`src/rtl/core/sha1bsh_pkg.sv`:
```
// Shared types, constants and round functions for the SHA-1 byte stream hasher.
// No dependencies; used by every module in rtl/core.
package sha1bsh_pkg;

  localparam int QDEPTH = 4;
  localparam int QAW    = $clog2(QDEPTH);
  localparam int ODEPTH = 8;
  localparam int OAW    = $clog2(ODEPTH);

  localparam logic [7:0] PAD_BYTE   = 8'h80;
  localparam logic [5:0] BLK_LAST   = 6'd63;
  localparam logic [5:0] LEN_POS    = 6'd56;
  localparam logic [6:0] ROUND_LAST = 7'd79;
  localparam logic [2:0] WORD_LAST  = 3'd4;

  localparam logic [31:0] IV [5] = '{
    32'h67452301, 32'hefcdab89, 32'h98badcfe, 32'h10325476, 32'hc3d2e1f0
  };

  typedef enum logic [1:0] {
    K_BYTE,
    K_BYTE_END,
    K_END
  } kind_t;

  typedef struct packed {
    logic [7:0] data;
    kind_t      kind;
  } cmd_t;

  typedef struct packed {
    logic [31:0] word;
    logic [2:0]  num;
    logic        last;
  } res_t;

  typedef enum logic [2:0] {
    ST_TAKE,
    ST_PAD,
    ST_LEN,
    ST_ROUND,
    ST_ADD,
    ST_EMIT
  } state_t;

  function automatic logic [31:0] round_k(input logic [6:0] t);
    logic [31:0] k;
    case (t) inside
      [7'd0:7'd19]:  k = 32'h5a827999;
      [7'd20:7'd39]: k = 32'h6ed9eba1;
      [7'd40:7'd59]: k = 32'h8f1bbcdc;
      default:       k = 32'hca62c1d6;
    endcase
    return k;
  endfunction

  function automatic logic [31:0] round_f(input logic [6:0] t, input logic [31:0] b,
                                          input logic [31:0] c, input logic [31:0] d);
    logic [31:0] f;
    case (t) inside
      [7'd0:7'd19]:  f = (b & c) | (~b & d);
      [7'd40:7'd59]: f = (b & c) | (b & d) | (c & d);
      default:       f = b ^ c ^ d;
    endcase
    return f;
  endfunction

endpackage

```
`src/rtl/core/sha1bsh_front.sv`:
```
// Front end: takes items, drops idle ones, classifies the rest into commands.
// Holds the short command queue to the back end. Uses sha1bsh_pkg.
module sha1bsh_front (
  input  logic                clk,
  input  logic                rst,
  input  logic                push,
  output logic                full,
  input  logic [7:0]          data_byte,
  input  logic                byte_present,
  input  logic                end_of_message,
  output logic                cmd_valid,
  output sha1bsh_pkg::cmd_t   cmd,
  input  logic                cmd_pop
);

  sha1bsh_pkg::cmd_t                 mem [sha1bsh_pkg::QDEPTH];
  logic [sha1bsh_pkg::QAW-1:0]       wp;
  logic [sha1bsh_pkg::QAW-1:0]       rp;
  logic [sha1bsh_pkg::QAW:0]         cnt;
  logic                              keep;
  logic                              take;
  sha1bsh_pkg::cmd_t                 incoming;

  assign full      = (cnt == (sha1bsh_pkg::QAW+1)'(sha1bsh_pkg::QDEPTH));
  assign cmd_valid = (cnt != '0);
  assign cmd       = mem[rp];
  assign keep      = push && !full && (byte_present || end_of_message);
  assign take      = cmd_pop && cmd_valid;

  always_comb begin
    incoming.data = data_byte;
    if (byte_present && end_of_message) begin
      incoming.kind = sha1bsh_pkg::K_BYTE_END;
    end else if (byte_present) begin
      incoming.kind = sha1bsh_pkg::K_BYTE;
    end else begin
      incoming.kind = sha1bsh_pkg::K_END;
    end
  end

  always_ff @(posedge clk) begin
    if (keep) begin
      mem[wp] <= incoming;
    end
  end

  always_ff @(posedge clk) begin
    if (rst) begin
      wp  <= '0;
      rp  <= '0;
      cnt <= '0;
    end else begin
      if (keep) begin
        wp <= wp + 1'b1;
      end
      if (take) begin
        rp <= rp + 1'b1;
      end
      if (keep && !take) begin
        cnt <= cnt + 1'b1;
      end else if (take && !keep) begin
        cnt <= cnt - 1'b1;
      end
    end
  end

  property p_no_pop_empty;
    @(posedge clk) disable iff (rst) (cnt == '0) |=> (cnt <= (sha1bsh_pkg::QAW+1)'(1));
  endproperty
  a_no_pop_empty: assert property (p_no_pop_empty) else $error("queue count underflow");

  property p_cnt_bound;
    @(posedge clk) disable iff (rst) cnt <= (sha1bsh_pkg::QAW+1)'(sha1bsh_pkg::QDEPTH);
  endproperty
  a_cnt_bound: assert property (p_cnt_bound) else $error("queue count overflow");

  property p_ptr_gap;
    @(posedge clk) disable iff (rst) (wp - rp) == cnt[sha1bsh_pkg::QAW-1:0];
  endproperty
  a_ptr_gap: assert property (p_ptr_gap) else $error("queue pointers disagree with count");

endmodule

```
`src/rtl/core/sha1bsh_core.sv`:
```
// Back end: packs bytes into the block window, pads, runs the 80 rounds, emits digest words.
// Uses sha1bsh_pkg; fed by sha1bsh_front, drains into sha1bsh_outq.
module sha1bsh_core (
  input  logic                clk,
  input  logic                rst,
  input  logic                cmd_valid,
  input  sha1bsh_pkg::cmd_t   cmd,
  output logic                cmd_pop,
  input  logic                out_space,
  output logic                res_push,
  output sha1bsh_pkg::res_t   res
);

  sha1bsh_pkg::state_t state;
  sha1bsh_pkg::state_t state_next;
  sha1bsh_pkg::state_t ret;
  sha1bsh_pkg::state_t ret_next;

  logic [31:0] hash [5];
  logic [31:0] win  [16];
  logic [31:0] va, vb, vc, vd, ve;
  logic [23:0] acc;
  logic [5:0]  pos;
  logic [60:0] count;
  logic [63:0] lenreg;
  logic        marked;
  logic [6:0]  rnd;
  logic [2:0]  widx;

  logic        push_en;
  logic [7:0]  push_byte;
  logic        fin;
  logic [31:0] wnew;
  logic [31:0] tmp;

  assign wnew = win[13] ^ win[8] ^ win[2] ^ win[0];
  assign tmp  = {va[26:0], va[31:27]} + sha1bsh_pkg::round_f(rnd, vb, vc, vd) + ve
                + sha1bsh_pkg::round_k(rnd) + win[0];

  assign res.word = hash[widx];
  assign res.num  = widx;
  assign res.last = (widx == sha1bsh_pkg::WORD_LAST);

  always_ff @(posedge clk) begin
    if (rst) begin
      state <= sha1bsh_pkg::ST_TAKE;
      ret   <= sha1bsh_pkg::ST_TAKE;
    end else begin
      state <= state_next;
      ret   <= ret_next;
    end
  end

  always_comb begin
    state_next = state;
    ret_next   = ret;
    cmd_pop    = 1'b0;
    push_en    = 1'b0;
    push_byte  = cmd.data;
    fin        = 1'b0;
    res_push   = 1'b0;
    case (state)
      sha1bsh_pkg::ST_TAKE: begin
        if (cmd_valid) begin
          cmd_pop = 1'b1;
          push_en = (cmd.kind != sha1bsh_pkg::K_END);
          fin     = (cmd.kind != sha1bsh_pkg::K_BYTE);
          if (push_en && pos == sha1bsh_pkg::BLK_LAST) begin
            state_next = sha1bsh_pkg::ST_ROUND;
            ret_next   = fin ? sha1bsh_pkg::ST_PAD : sha1bsh_pkg::ST_TAKE;
          end else if (fin) begin
            state_next = sha1bsh_pkg::ST_PAD;
          end
        end
      end
      sha1bsh_pkg::ST_PAD: begin
        if (marked && pos == sha1bsh_pkg::LEN_POS) begin
          state_next = sha1bsh_pkg::ST_LEN;
        end else begin
          push_en   = 1'b1;
          push_byte = marked ? 8'h00 : sha1bsh_pkg::PAD_BYTE;
          if (pos == sha1bsh_pkg::BLK_LAST) begin
            state_next = sha1bsh_pkg::ST_ROUND;
            ret_next   = sha1bsh_pkg::ST_PAD;
          end
        end
      end
      sha1bsh_pkg::ST_LEN: begin
        push_en   = 1'b1;
        push_byte = lenreg[63:56];
        if (pos == sha1bsh_pkg::BLK_LAST) begin
          state_next = sha1bsh_pkg::ST_ROUND;
          ret_next   = sha1bsh_pkg::ST_EMIT;
        end
      end
      sha1bsh_pkg::ST_ROUND: begin
        if (rnd == sha1bsh_pkg::ROUND_LAST) begin
          state_next = sha1bsh_pkg::ST_ADD;
        end
      end
      sha1bsh_pkg::ST_ADD: begin
        state_next = ret;
      end
      sha1bsh_pkg::ST_EMIT: begin
        if (out_space) begin
          res_push = 1'b1;
          if (widx == sha1bsh_pkg::WORD_LAST) begin
            state_next = sha1bsh_pkg::ST_TAKE;
          end
        end
      end
      default: begin
        state_next = sha1bsh_pkg::ST_TAKE;
      end
    endcase
  end

  // window and round variables carry no reset
  always_ff @(posedge clk) begin
    if (push_en) begin
      acc <= {acc[15:0], push_byte};
      if (pos[1:0] == 2'd3) begin
        for (int i = 0; i < 15; i++) begin
          win[i] <= win[i+1];
        end
        win[15] <= {acc, push_byte};
      end
    end
    if (push_en && pos == sha1bsh_pkg::BLK_LAST) begin
      va <= hash[0];
      vb <= hash[1];
      vc <= hash[2];
      vd <= hash[3];
      ve <= hash[4];
    end
    if (state == sha1bsh_pkg::ST_ROUND) begin
      for (int i = 0; i < 15; i++) begin
        win[i] <= win[i+1];
      end
      win[15] <= {wnew[30:0], wnew[31]};
      va <= tmp;
      vb <= va;
      vc <= {vb[1:0], vb[31:2]};
      vd <= vc;
      ve <= vd;
    end
    if (fin) begin
      lenreg <= {count + 61'(push_en), 3'b000};
    end else if (state == sha1bsh_pkg::ST_LEN) begin
      lenreg <= {lenreg[55:0], 8'h00};
    end
  end

  always_ff @(posedge clk) begin
    if (rst) begin
      pos    <= '0;
      count  <= '0;
      marked <= 1'b0;
      rnd    <= '0;
      widx   <= '0;
      for (int i = 0; i < 5; i++) begin
        hash[i] <= sha1bsh_pkg::IV[i];
      end
    end else begin
      if (push_en) begin
        pos <= pos + 1'b1;
      end
      if (fin) begin
        count  <= '0;
        marked <= 1'b0;
      end else if (state == sha1bsh_pkg::ST_TAKE && push_en) begin
        count <= count + 1'b1;
      end else if (state == sha1bsh_pkg::ST_PAD && push_en) begin
        marked <= 1'b1;
      end
      if (state == sha1bsh_pkg::ST_ROUND) begin
        rnd <= (rnd == sha1bsh_pkg::ROUND_LAST) ? '0 : rnd + 1'b1;
      end
      if (state == sha1bsh_pkg::ST_ADD) begin
        hash[0] <= hash[0] + va;
        hash[1] <= hash[1] + vb;
        hash[2] <= hash[2] + vc;
        hash[3] <= hash[3] + vd;
        hash[4] <= hash[4] + ve;
      end
      if (res_push) begin
        if (widx == sha1bsh_pkg::WORD_LAST) begin
          widx <= '0;
          for (int i = 0; i < 5; i++) begin
            hash[i] <= sha1bsh_pkg::IV[i];
          end
        end else begin
          widx <= widx + 1'b1;
        end
      end
    end
  end

  property p_round_entry;
    @(posedge clk) disable iff (rst)
      (state != sha1bsh_pkg::ST_ROUND) ##1 (state == sha1bsh_pkg::ST_ROUND) |-> (pos == '0);
  endproperty
  a_round_entry: assert property (p_round_entry) else $error("rounds started on partial block");

  property p_len_window;
    @(posedge clk) disable iff (rst) (state == sha1bsh_pkg::ST_LEN) |-> (pos >= sha1bsh_pkg::LEN_POS);
  endproperty
  a_len_window: assert property (p_len_window) else $error("length bytes out of place");

  property p_round_bound;
    @(posedge clk) disable iff (rst) (state == sha1bsh_pkg::ST_ROUND) |-> (rnd <= sha1bsh_pkg::ROUND_LAST);
  endproperty
  a_round_bound: assert property (p_round_bound) else $error("round counter overrun");

  property p_emit_wrap;
    @(posedge clk) disable iff (rst) (res_push && res.last) |=> (widx == '0 && state == sha1bsh_pkg::ST_TAKE);
  endproperty
  a_emit_wrap: assert property (p_emit_wrap) else $error("digest emission did not close");

endmodule

```
`src/rtl/core/sha1bsh_outq.sv`:
```
// Result queue holding digest words until the receiver pops them.
// Uses sha1bsh_pkg; filled by sha1bsh_core.
module sha1bsh_outq (
  input  logic                clk,
  input  logic                rst,
  input  logic                res_push,
  input  sha1bsh_pkg::res_t   res,
  output logic                out_space,
  output logic                empty,
  input  logic                pop,
  output sha1bsh_pkg::res_t   head
);

  sha1bsh_pkg::res_t           mem [sha1bsh_pkg::ODEPTH];
  logic [sha1bsh_pkg::OAW-1:0] wp;
  logic [sha1bsh_pkg::OAW-1:0] rp;
  logic [sha1bsh_pkg::OAW:0]   cnt;
  logic                        put;
  logic                        take;

  assign out_space = (cnt != (sha1bsh_pkg::OAW+1)'(sha1bsh_pkg::ODEPTH));
  assign empty     = (cnt == '0);
  assign head      = mem[rp];
  assign put       = res_push && out_space;
  assign take      = pop && !empty;

  always_ff @(posedge clk) begin
    if (put) begin
      mem[wp] <= res;
    end
  end

  always_ff @(posedge clk) begin
    if (rst) begin
      wp  <= '0;
      rp  <= '0;
      cnt <= '0;
    end else begin
      if (put) begin
        wp <= wp + 1'b1;
      end
      if (take) begin
        rp <= rp + 1'b1;
      end
      if (put && !take) begin
        cnt <= cnt + 1'b1;
      end else if (take && !put) begin
        cnt <= cnt - 1'b1;
      end
    end
  end

  property p_cnt_bound;
    @(posedge clk) disable iff (rst) cnt <= (sha1bsh_pkg::OAW+1)'(sha1bsh_pkg::ODEPTH);
  endproperty
  a_cnt_bound: assert property (p_cnt_bound) else $error("result queue overflow");

  property p_no_drop;
    @(posedge clk) disable iff (rst) res_push |-> out_space;
  endproperty
  a_no_drop: assert property (p_no_drop) else $error("result pushed into full queue");

  property p_ptr_gap;
    @(posedge clk) disable iff (rst) (wp - rp) == cnt[sha1bsh_pkg::OAW-1:0];
  endproperty
  a_ptr_gap: assert property (p_ptr_gap) else $error("result pointers disagree with count");

endmodule

```
`src/rtl/core/sha1_byte_stream_hasher_top.sv`:
```
// SHA-1 byte stream hasher, top level.
// Instantiates sha1bsh_front, sha1bsh_core and sha1bsh_outq; uses sha1bsh_pkg.
//
// Input channel: an item is taken when push is high and full is low. Each item
// carries data_byte, byte_present and end_of_message. Items with neither flag
// set are taken and dropped. A four-item command queue sits in front of the
// hashing engine, so full only rises while the engine is padding, compressing or emitting.
// Result channel: while empty is low, digest_word/word_number/last_word show
// the oldest digest word; pop takes it. Five words per message, word 0 first,
// last_word set on word 4. An eight-word result queue decouples the receiver;
// a stalled receiver stops the engine only once a second digest is ready.
// Throughput: one byte per cycle into the block window while the engine takes bytes;
// each 64-byte block then holds input for the 80-round compression unit and the hash
// update. Closing a message adds padding and length bytes, one or two compressions
// and the emission of the five digest words.
// Reset (rst, synchronous, active high) empties both queues, clears the byte
// count and restores the initial hash values; the engine returns to those
// values by itself after each digest.
module sha1_byte_stream_hasher_top (
  input  logic        clk,
  input  logic        rst,
  input  logic        push,
  output logic        full,
  input  logic [7:0]  data_byte,
  input  logic        byte_present,
  input  logic        end_of_message,
  output logic        empty,
  input  logic        pop,
  output logic [31:0] digest_word,
  output logic [2:0]  word_number,
  output logic        last_word
);

  logic               cmd_valid;
  logic               cmd_pop;
  sha1bsh_pkg::cmd_t  cmd;
  logic               out_space;
  logic               res_push;
  sha1bsh_pkg::res_t  res;
  sha1bsh_pkg::res_t  head;

  sha1bsh_front u_front (
    .clk            (clk),
    .rst            (rst),
    .push           (push),
    .full           (full),
    .data_byte      (data_byte),
    .byte_present   (byte_present),
    .end_of_message (end_of_message),
    .cmd_valid      (cmd_valid),
    .cmd            (cmd),
    .cmd_pop        (cmd_pop)
  );

  sha1bsh_core u_core (
    .clk       (clk),
    .rst       (rst),
    .cmd_valid (cmd_valid),
    .cmd       (cmd),
    .cmd_pop   (cmd_pop),
    .out_space (out_space),
    .res_push  (res_push),
    .res       (res)
  );

  sha1bsh_outq u_outq (
    .clk       (clk),
    .rst       (rst),
    .res_push  (res_push),
    .res       (res),
    .out_space (out_space),
    .empty     (empty),
    .pop       (pop),
    .head      (head)
  );

  assign digest_word = head.word;
  assign word_number = head.num;
  assign last_word   = head.last;

endmodule
```
`config.mk`:
```
export PLATFORM = sky130hd
export DESIGN_NAME = sha1_byte_stream_hasher_top
export DESIGN_NICKNAME = d
export VERILOG_FILES = /design/src/rtl/core/sha1bsh_pkg.sv /design/src/rtl/core/sha1bsh_front.sv /design/src/rtl/core/sha1bsh_core.sv /design/src/rtl/core/sha1bsh_outq.sv /design/src/rtl/core/sha1_byte_stream_hasher_top.sv
export SDC_FILE = /design/constraint.sdc
export NUM_CORES = 2
export LEC_CHECK = 0
export BUFFER_PORTS_ARGS = -buffer_cell sky130_fd_sc_hd__buf_2
export CORE_ASPECT_RATIO = 1.25
export CORE_MARGIN = 2
export CORE_UTILIZATION = 64
export CTS_CLUSTER_DIAMETER = 100
export DETAILED_ROUTE_END_ITERATION = 6
export PLACE_DENSITY = 0.87
export SYNTH_ARGS = -nofsm -noshare
export SYNTH_HDL_FRONTEND = slang
export SYNTH_SLANG_ARGS = --single-unit
```
`constraint.sdc`:
```
create_clock -name clk -period 17.6 [get_ports clk]
set_input_delay 0.88 -clock clk [delete_from_list [all_inputs] [get_ports clk]]
set_output_delay 0.88 -clock clk [all_outputs]
set_load 0.01 [all_outputs]
```
* Yosys cells after proc, flatten, opt, wreduce, memory -nomap -nowiden *
Memory sizes are Yosys's and may differ from the RTL's. A register that Yosys moved wholly into a read port is not among the register bits.
Cells that the tools add are included.

cells by class
  reduce and logical (&&, ||, !) cells = 38
  $lt $le $gt $ge = 6
  bitwise logic cells = 40
  equality and inequality tests = 22
  mux-type cells = 103
  $add $sub $neg = 22

operators with widths
  cell                                                 count
  2-to-1 mux 32 bit                                    40
  adder 32 bit                                         9
  XOR 32 bit                                           5
  bitwise AND 32 bit                                   4
  2-to-1 mux 64 bit                                    2
  bitwise OR 32 bit                                    3
  adder 61 x 1 -> 61 bit                               1
  adder 61 x 1 -> 61 bit, second input constant        1
  2-to-1 mux 3 bit                                     20
  inverter 32 bit                                      1
  2-to-1 mux 31 bit                                    1
  2-to-1 mux 1 bit                                     27
  bitwise OR 1 bit                                     26
  logical AND 1 bit                                    18
  one-hot mux 3 bit (6 select lines)                   1
  2-to-1 mux 8 bit                                     2
  one-hot mux 8 bit (2 select lines)                   1
  <= comparator 7 x 6 -> 1 bit, second input constant  2
  adder 3 x 1 -> 3 bit, second input constant          4
  equality test 3 bit, second input constant           4
  equality test 6 bit, second input constant           2
  != test 2 x 1 -> 1 bit, second input constant        5
  nonzero test 2 bit                                   5
  one-hot mux 3 bit (3 select lines)                   1
  31 further kinds                                     46

storage, ports and cells
  bits of input ports = 14
  register bits after elaboration = 346
  memories = 4
  RAM bits = 1,000

memory list
  memory       words  bits a word  rd ports  clocked after Yosys merged registers in  wr ports  line                 text
  u_core.win   16     32           16        0                                        16        sha1bsh_core.sv:20   logic [31:0] win [16];
  u_outq.mem   8      36           1         1                                        1         sha1bsh_outq.sv:14   sha1bsh_pkg::res_t mem [sha1bsh_pkg::ODEPTH];
  u_core.hash  5      32           6         1                                        5         sha1bsh_core.sv:19   logic [31:0] hash [5];
  u_front.mem  4      10           1         1                                        1         sha1bsh_front.sv:16  sha1bsh_pkg::cmd_t mem [sha1bsh_pkg::QDEPTH];

* Depth between registers and ports, before layout *
  word-level depth = 10
  mapped depth = 27
  mapped depth without buffers = 25

* Hierarchy *
A second synthesis with hierarchy kept.

second synthesis, totals
  cells, all modules = 4,844
  area total of the unflattened synthesis = 64,682.0 um2

modules (own cells, without submodules)
  module         area each (um2)  sequential area each (um2)  times used  cells an instance
  sha1bsh_core   51,023.9         29,258.1                    1           4,254
  sha1bsh_outq   11,750.0         8,908.5                     1           489
  sha1bsh_front  1,908.1          1,381.3                     1           101

* Worst setup path before layout *
OpenSTA, ideal clock, no wires.

  kind = register to register
  start point = reg (tool-made name)
  end point = mem u_core.win[0][0] (enable)
  arrival time = 10,905 ps
  period minus slack after synthesis = 14,601 ps
  required time = 13,905 ps
  slack = 2,999 ps
  stages on the path, launching flop included = 11
  setup time = 3,695 ps
  cells stage by stage = dfxtp_1 > buf_4 > mux4_2 > nand2b_1 > and2_1 > nor2b_2 > inv_1 > nand2_1 > buf_4 > buf_2 > nand2_1

RTL lines
  what           line
  end, declared  sha1bsh_core.sv:20

* Final worst setup path *
  start point = reg u_core.rnd[0]
  end point = reg u_core.va[28] (data pin)

on the way
  word-level cells in the longest chain between the ends = 9

ends and longest elaborated chain
  what                                                                                                       line                                    text
  start, declared                                                                                            sha1bsh_core.sv:27                      logic [6:0] rnd;
  start signal, assigned                                                                                     sha1bsh_core.sv:177                     rnd <= (rnd == sha1bsh_pkg::ROUND_LAST) ? '0 : rnd + 1'b1;
  >= comparator 7 x 6 -> 1 bit (implied by the code) / <= comparator 7 x 6 -> 1 bit (equally long branches)  sha1bsh_core.sv:37, sha1bsh_core.sv:38
  logical AND 1 bit (implied by the code)                                                                    sha1bsh_core.sv:37, sha1bsh_core.sv:38
  2-to-1 mux 32 bit (2 in a row)                                                                             sha1bsh_pkg.sv:60                       case (t) inside
  adder 32 bit (2 in a row)                                                                                  sha1bsh_core.sv:37                      assign tmp = {va[26:0], va[31:27]} + sha1bsh_pkg::round_f(rnd, vb, vc, vd) + ve
  adder 32 bit (*) (2 in a row)                                                                              sha1bsh_core.sv:38                      + sha1bsh_pkg::round_k(rnd) + win[0];
  2-to-1 mux 32 bit (*)                                                                                      sha1bsh_core.sv:136                     if (state == sha1bsh_pkg::ST_ROUND) begin
  end signal, assigned                                                                                       sha1bsh_core.sv:130                     va <= hash[0];
  end signal, assigned                                                                                       sha1bsh_core.sv:141                     va <= tmp;
  end, declared                                                                                              sha1bsh_core.sv:21                      logic [31:0] va, vb, vc, vd, ve;

Every way passes the cells marked *; elsewhere a longest branch is shown, timed or not.
A chain may end at the register's enable or synchronous reset.

==> flow_metrics.env <==
export IMPL_postSynthAreaPerCell_um2=13.1
export IMPL_synthTopCellsByArea="edfxtp_1 58%, ha_1 4.8%, nand2_1 4.0%, mux4_2 4.0%, fa_1 3.6%"
export IMPL_grt_use_met1_pct=37.5
export IMPL_portBuffers=51
export IMPL_cts_setup_buffers=0
export IMPL_r2r_cells=24
export IMPL_status="finished clean"
export IMPL_core_rowCount=130
export IMPL_yosysWarnings=0
export IMPL_cp_arrival_ps=8240
export IMPL_drc=0
export IMPL_clock_skew_ps=78.0
export IMPL_dieArea_um2=104000
export IMPL_path_max_fanout=21
export IMPL_antenna_found_initial=0
export IMPL_crit_required_ps=18010
export IMPL_synth_top_area_share_pct=57.7
export IMPL_r2r_setup_slack_ps=9780
export IMPL_cts_tree="done"
export IMPL_postCtsResizedCells=0
export IMPL_p_leak_uw=0.0250
export IMPL_wl_um=153000
export IMPL_drt_iter0_markers=4596
export IMPL_syn_nets=5323
export IMPL_relSlewSlack_pct=28.5
export IMPL_hold_class="in -> reg"
export IMPL_tns_ps=0
export IMPL_grt_use_met3_pct=3.83
export IMPL_final_cells=6425
export IMPL_wl_per_cell_um=23.9
export IMPL_clockRootBuffer="clkbuf_16"
export IMPL_core_area_um2=100000
export IMPL_pre_cts_ws_ps=10130
export IMPL_synth_area_um2=64800
export IMPL_synth_edf_count=1245
export IMPL_max_slew_worst_pin_slew_ps=1070
export IMPL_critPathLaunchType="register"
export IMPL_reg2reg_to="u_core.va[28]"
export IMPL_power_density_nw_per_um2=105
export IMPL_ctsHoldBuffers=0
export IMPL_rsz0062_at_grt="false"
export IMPL_clockBufferDepth=3
export IMPL_maxCapViolCount=0
export IMPL_synth_seq_cells=1353
export IMPL_synth_top_area_cell="edfxtp_1"
export IMPL_cts_buffers=121
export IMPL_dpl_cell_area_um2=66500
export IMPL_dpl_cell_count=6195
export IMPL_synth_most_common_cell="edfxtp_1"
export IMPL_async_reset_ff_share_pct=0
export IMPL_ys_flop_type="edfxtp_1"
export IMPL_clock_sinks=1353
export IMPL_grt_max_degree=203
export IMPL_fin_area_um2=70800
export IMPL_hold_viol=0
export IMPL_dp_hpwl_um=102000
export IMPL_layout_setup_ws_ps=9780
export IMPL_viasPerCell=6.36
export IMPL_drv_slew=0
export IMPL_synthCells=4943
export IMPL_crit_path_end_kind="register"
export IMPL_crit_type="reg -> reg"
export IMPL_fmax_ghz=0.128
export IMPL_synth_common_cells="1245 x edfxtp_1, 688 x nand2_1, 327 x nor2_1"
export IMPL_synth_cell_types=83
export IMPL_ios=52
export IMPL_yosysSeqAreaShare_pct=61.1
export IMPL_hold_end="u_front.mem[1][7]"
export IMPL_hold_path_startpoint="data_byte[5]"
export IMPL_diodes=0
export IMPL_grt_pass1_wl_um=236000
export IMPL_grt_busiest_layer="met2"
export IMPL_setup_violations=0
export IMPL_path_clk_slew_ps=70
export IMPL_die_x_um=289
export IMPL_syn_to_final_growth_pct=9.26
export IMPL_overflow=0
export IMPL_drt_first_pass_iters=6
export IMPL_globalplace_congestion=1.00
export IMPL_dieHeight_um=360
export IMPL_drive_gt1_share_pct=10.4
export IMPL_drtAntennaViolNets=0
export IMPL_clock_latency_ps=770
export IMPL_r2r_start="u_core.rnd[0]"
export IMPL_grt_pass1_vias=41400
export IMPL_via_count=40900
export IMPL_period_share_pct=44.4
export IMPL_track_usage_pct=29.8
export IMPL_holdPathStages=1
export IMPL_start_util_pct=64.5
export IMPL_met2_usage_pct=51.1
export IMPL_finalPower_uw=7440
export IMPL_h_tree_depth=3
export IMPL_period_needed_ps=7820
export IMPL_nets=5378
export IMPL_ir_worst_vdd_mv=0.0959
final cells by class:
class,count,area (um^2)
sequential,1353,39600
fill,6178,29600
multi-input combinational,3175,23800
clock buffer,143,3150
tap,1320,1650
clock inverter,87,1130
inverter,256,961
timing repair buffer,91,568
layout by cell type (no fill, tap or decap), drive strengths merged, types with 89 or more instances in the layout:
cell type and n:
a21o 89, buf 91, nor2 329, o21ai 237, ha 248, dfxtp 108, edfxtp 1245, clkbuf 143
xor2 124, nand2 688, mux4 114, xnor2 228, inv 264, fa 118, a21oi 227
metrics by stage:
step	utilization, %	hold WS (ps)
2_1_floorplan	-	400
3_3_place_gp	66.3	400
3_5_place_dp	66.3	405
4_1_cts	70.5	293
5_1_grt	70.5	329
6_report	70.5	330
sequential cells by signal, indices dropped and copies added, names as in the netlist, 2 cells and up, named ones only:
name / cells
u_core.pos: 6
u_outq.mem: 288
u_front.rp: 2
u_outq.rp: 3
u_core.vd: 32
u_core.vb: 32
u_core.rnd: 7
u_core.va: 32
u_core.state: 3
u_front.mem: 40
u_outq.cnt: 4
u_outq.wp: 3
u_core.ve: 32
u_core.win: 512
u_core.widx: 3
u_core.vc: 32
u_core.lenreg: 61
u_front.wp: 2
u_core.hash: 160
u_core.count: 61
u_front.cnt: 3
u_core.ret: 2
u_core.acc: 24
worst max-delay path: stages, from the launching register on:
cell and delay [ps]:
dfxtp_1 420, ha_1 240, and3b_1 210, or3_4 340, a211oi_4 720, inv_2 140
nand2_1 110, buf_4 290, inv_1 370, a221o_1 420, fa_1 470, fa_1 530
inv_1 60, fa_1 560, inv_1 60, ha_1 290, a211oi_1 100, o211ai_1 360
nand3_1 180, a211oi_1 520, o21ai_0 250, a21oi_1 310, o211ai_1 180, mux2i_1 170
o311ai_0 160
worst max path at each step:
stage / startpoint / cells past startpoint / endpoint / slack (ps)
2_1_floorplan: register / 10 / u_core.win[0][0] / 3000
3_3_place_gp: u_core.rnd[0] / 24 / u_core.va[28] / 10310
3_5_place_dp: u_core.rnd[0] / 24 / u_core.va[28] / 10130
4_1_cts: u_core.rnd[0] / 24 / u_core.va[28] / 9990
5_1_grt: u_core.rnd[0] / 24 / u_core.va[30] / 9500
6_report: u_core.rnd[0] / 24 / u_core.va[28] / 9780
layer usage:
layer,vias up,wire length (um)
met3,419,12300
met2,2098,77800
met1,20200,55700
met4,0,7690
li1,18100,-
met5,-,0
cells by family (layout without fill, tap and decap cells):
family / after synthesis / after routing / synth area share (%)
AO/OA/AOI/OAI: 788 / 788 / 7.61
XOR/XNOR: 352 / 352 / 4.76
adder cells (fa/ha/maj): 366 / 366 / 8.44
buffers and inverters: 415 / 577 / 2.45
flip-flops: 1353 / 1353 / 61.1
multiplexers: 214 / 214 / 5.66
AND/OR/NAND/NOR: 1455 / 1455 / 10.0
where the power goes:
group,switching [uW],internal [uW],total (uW)
sequential,127,3760,3890
combinational,457,268,726
clock,1240,1580,2820
total,1830,5610,7440
(Power assumes the default switching activity.)
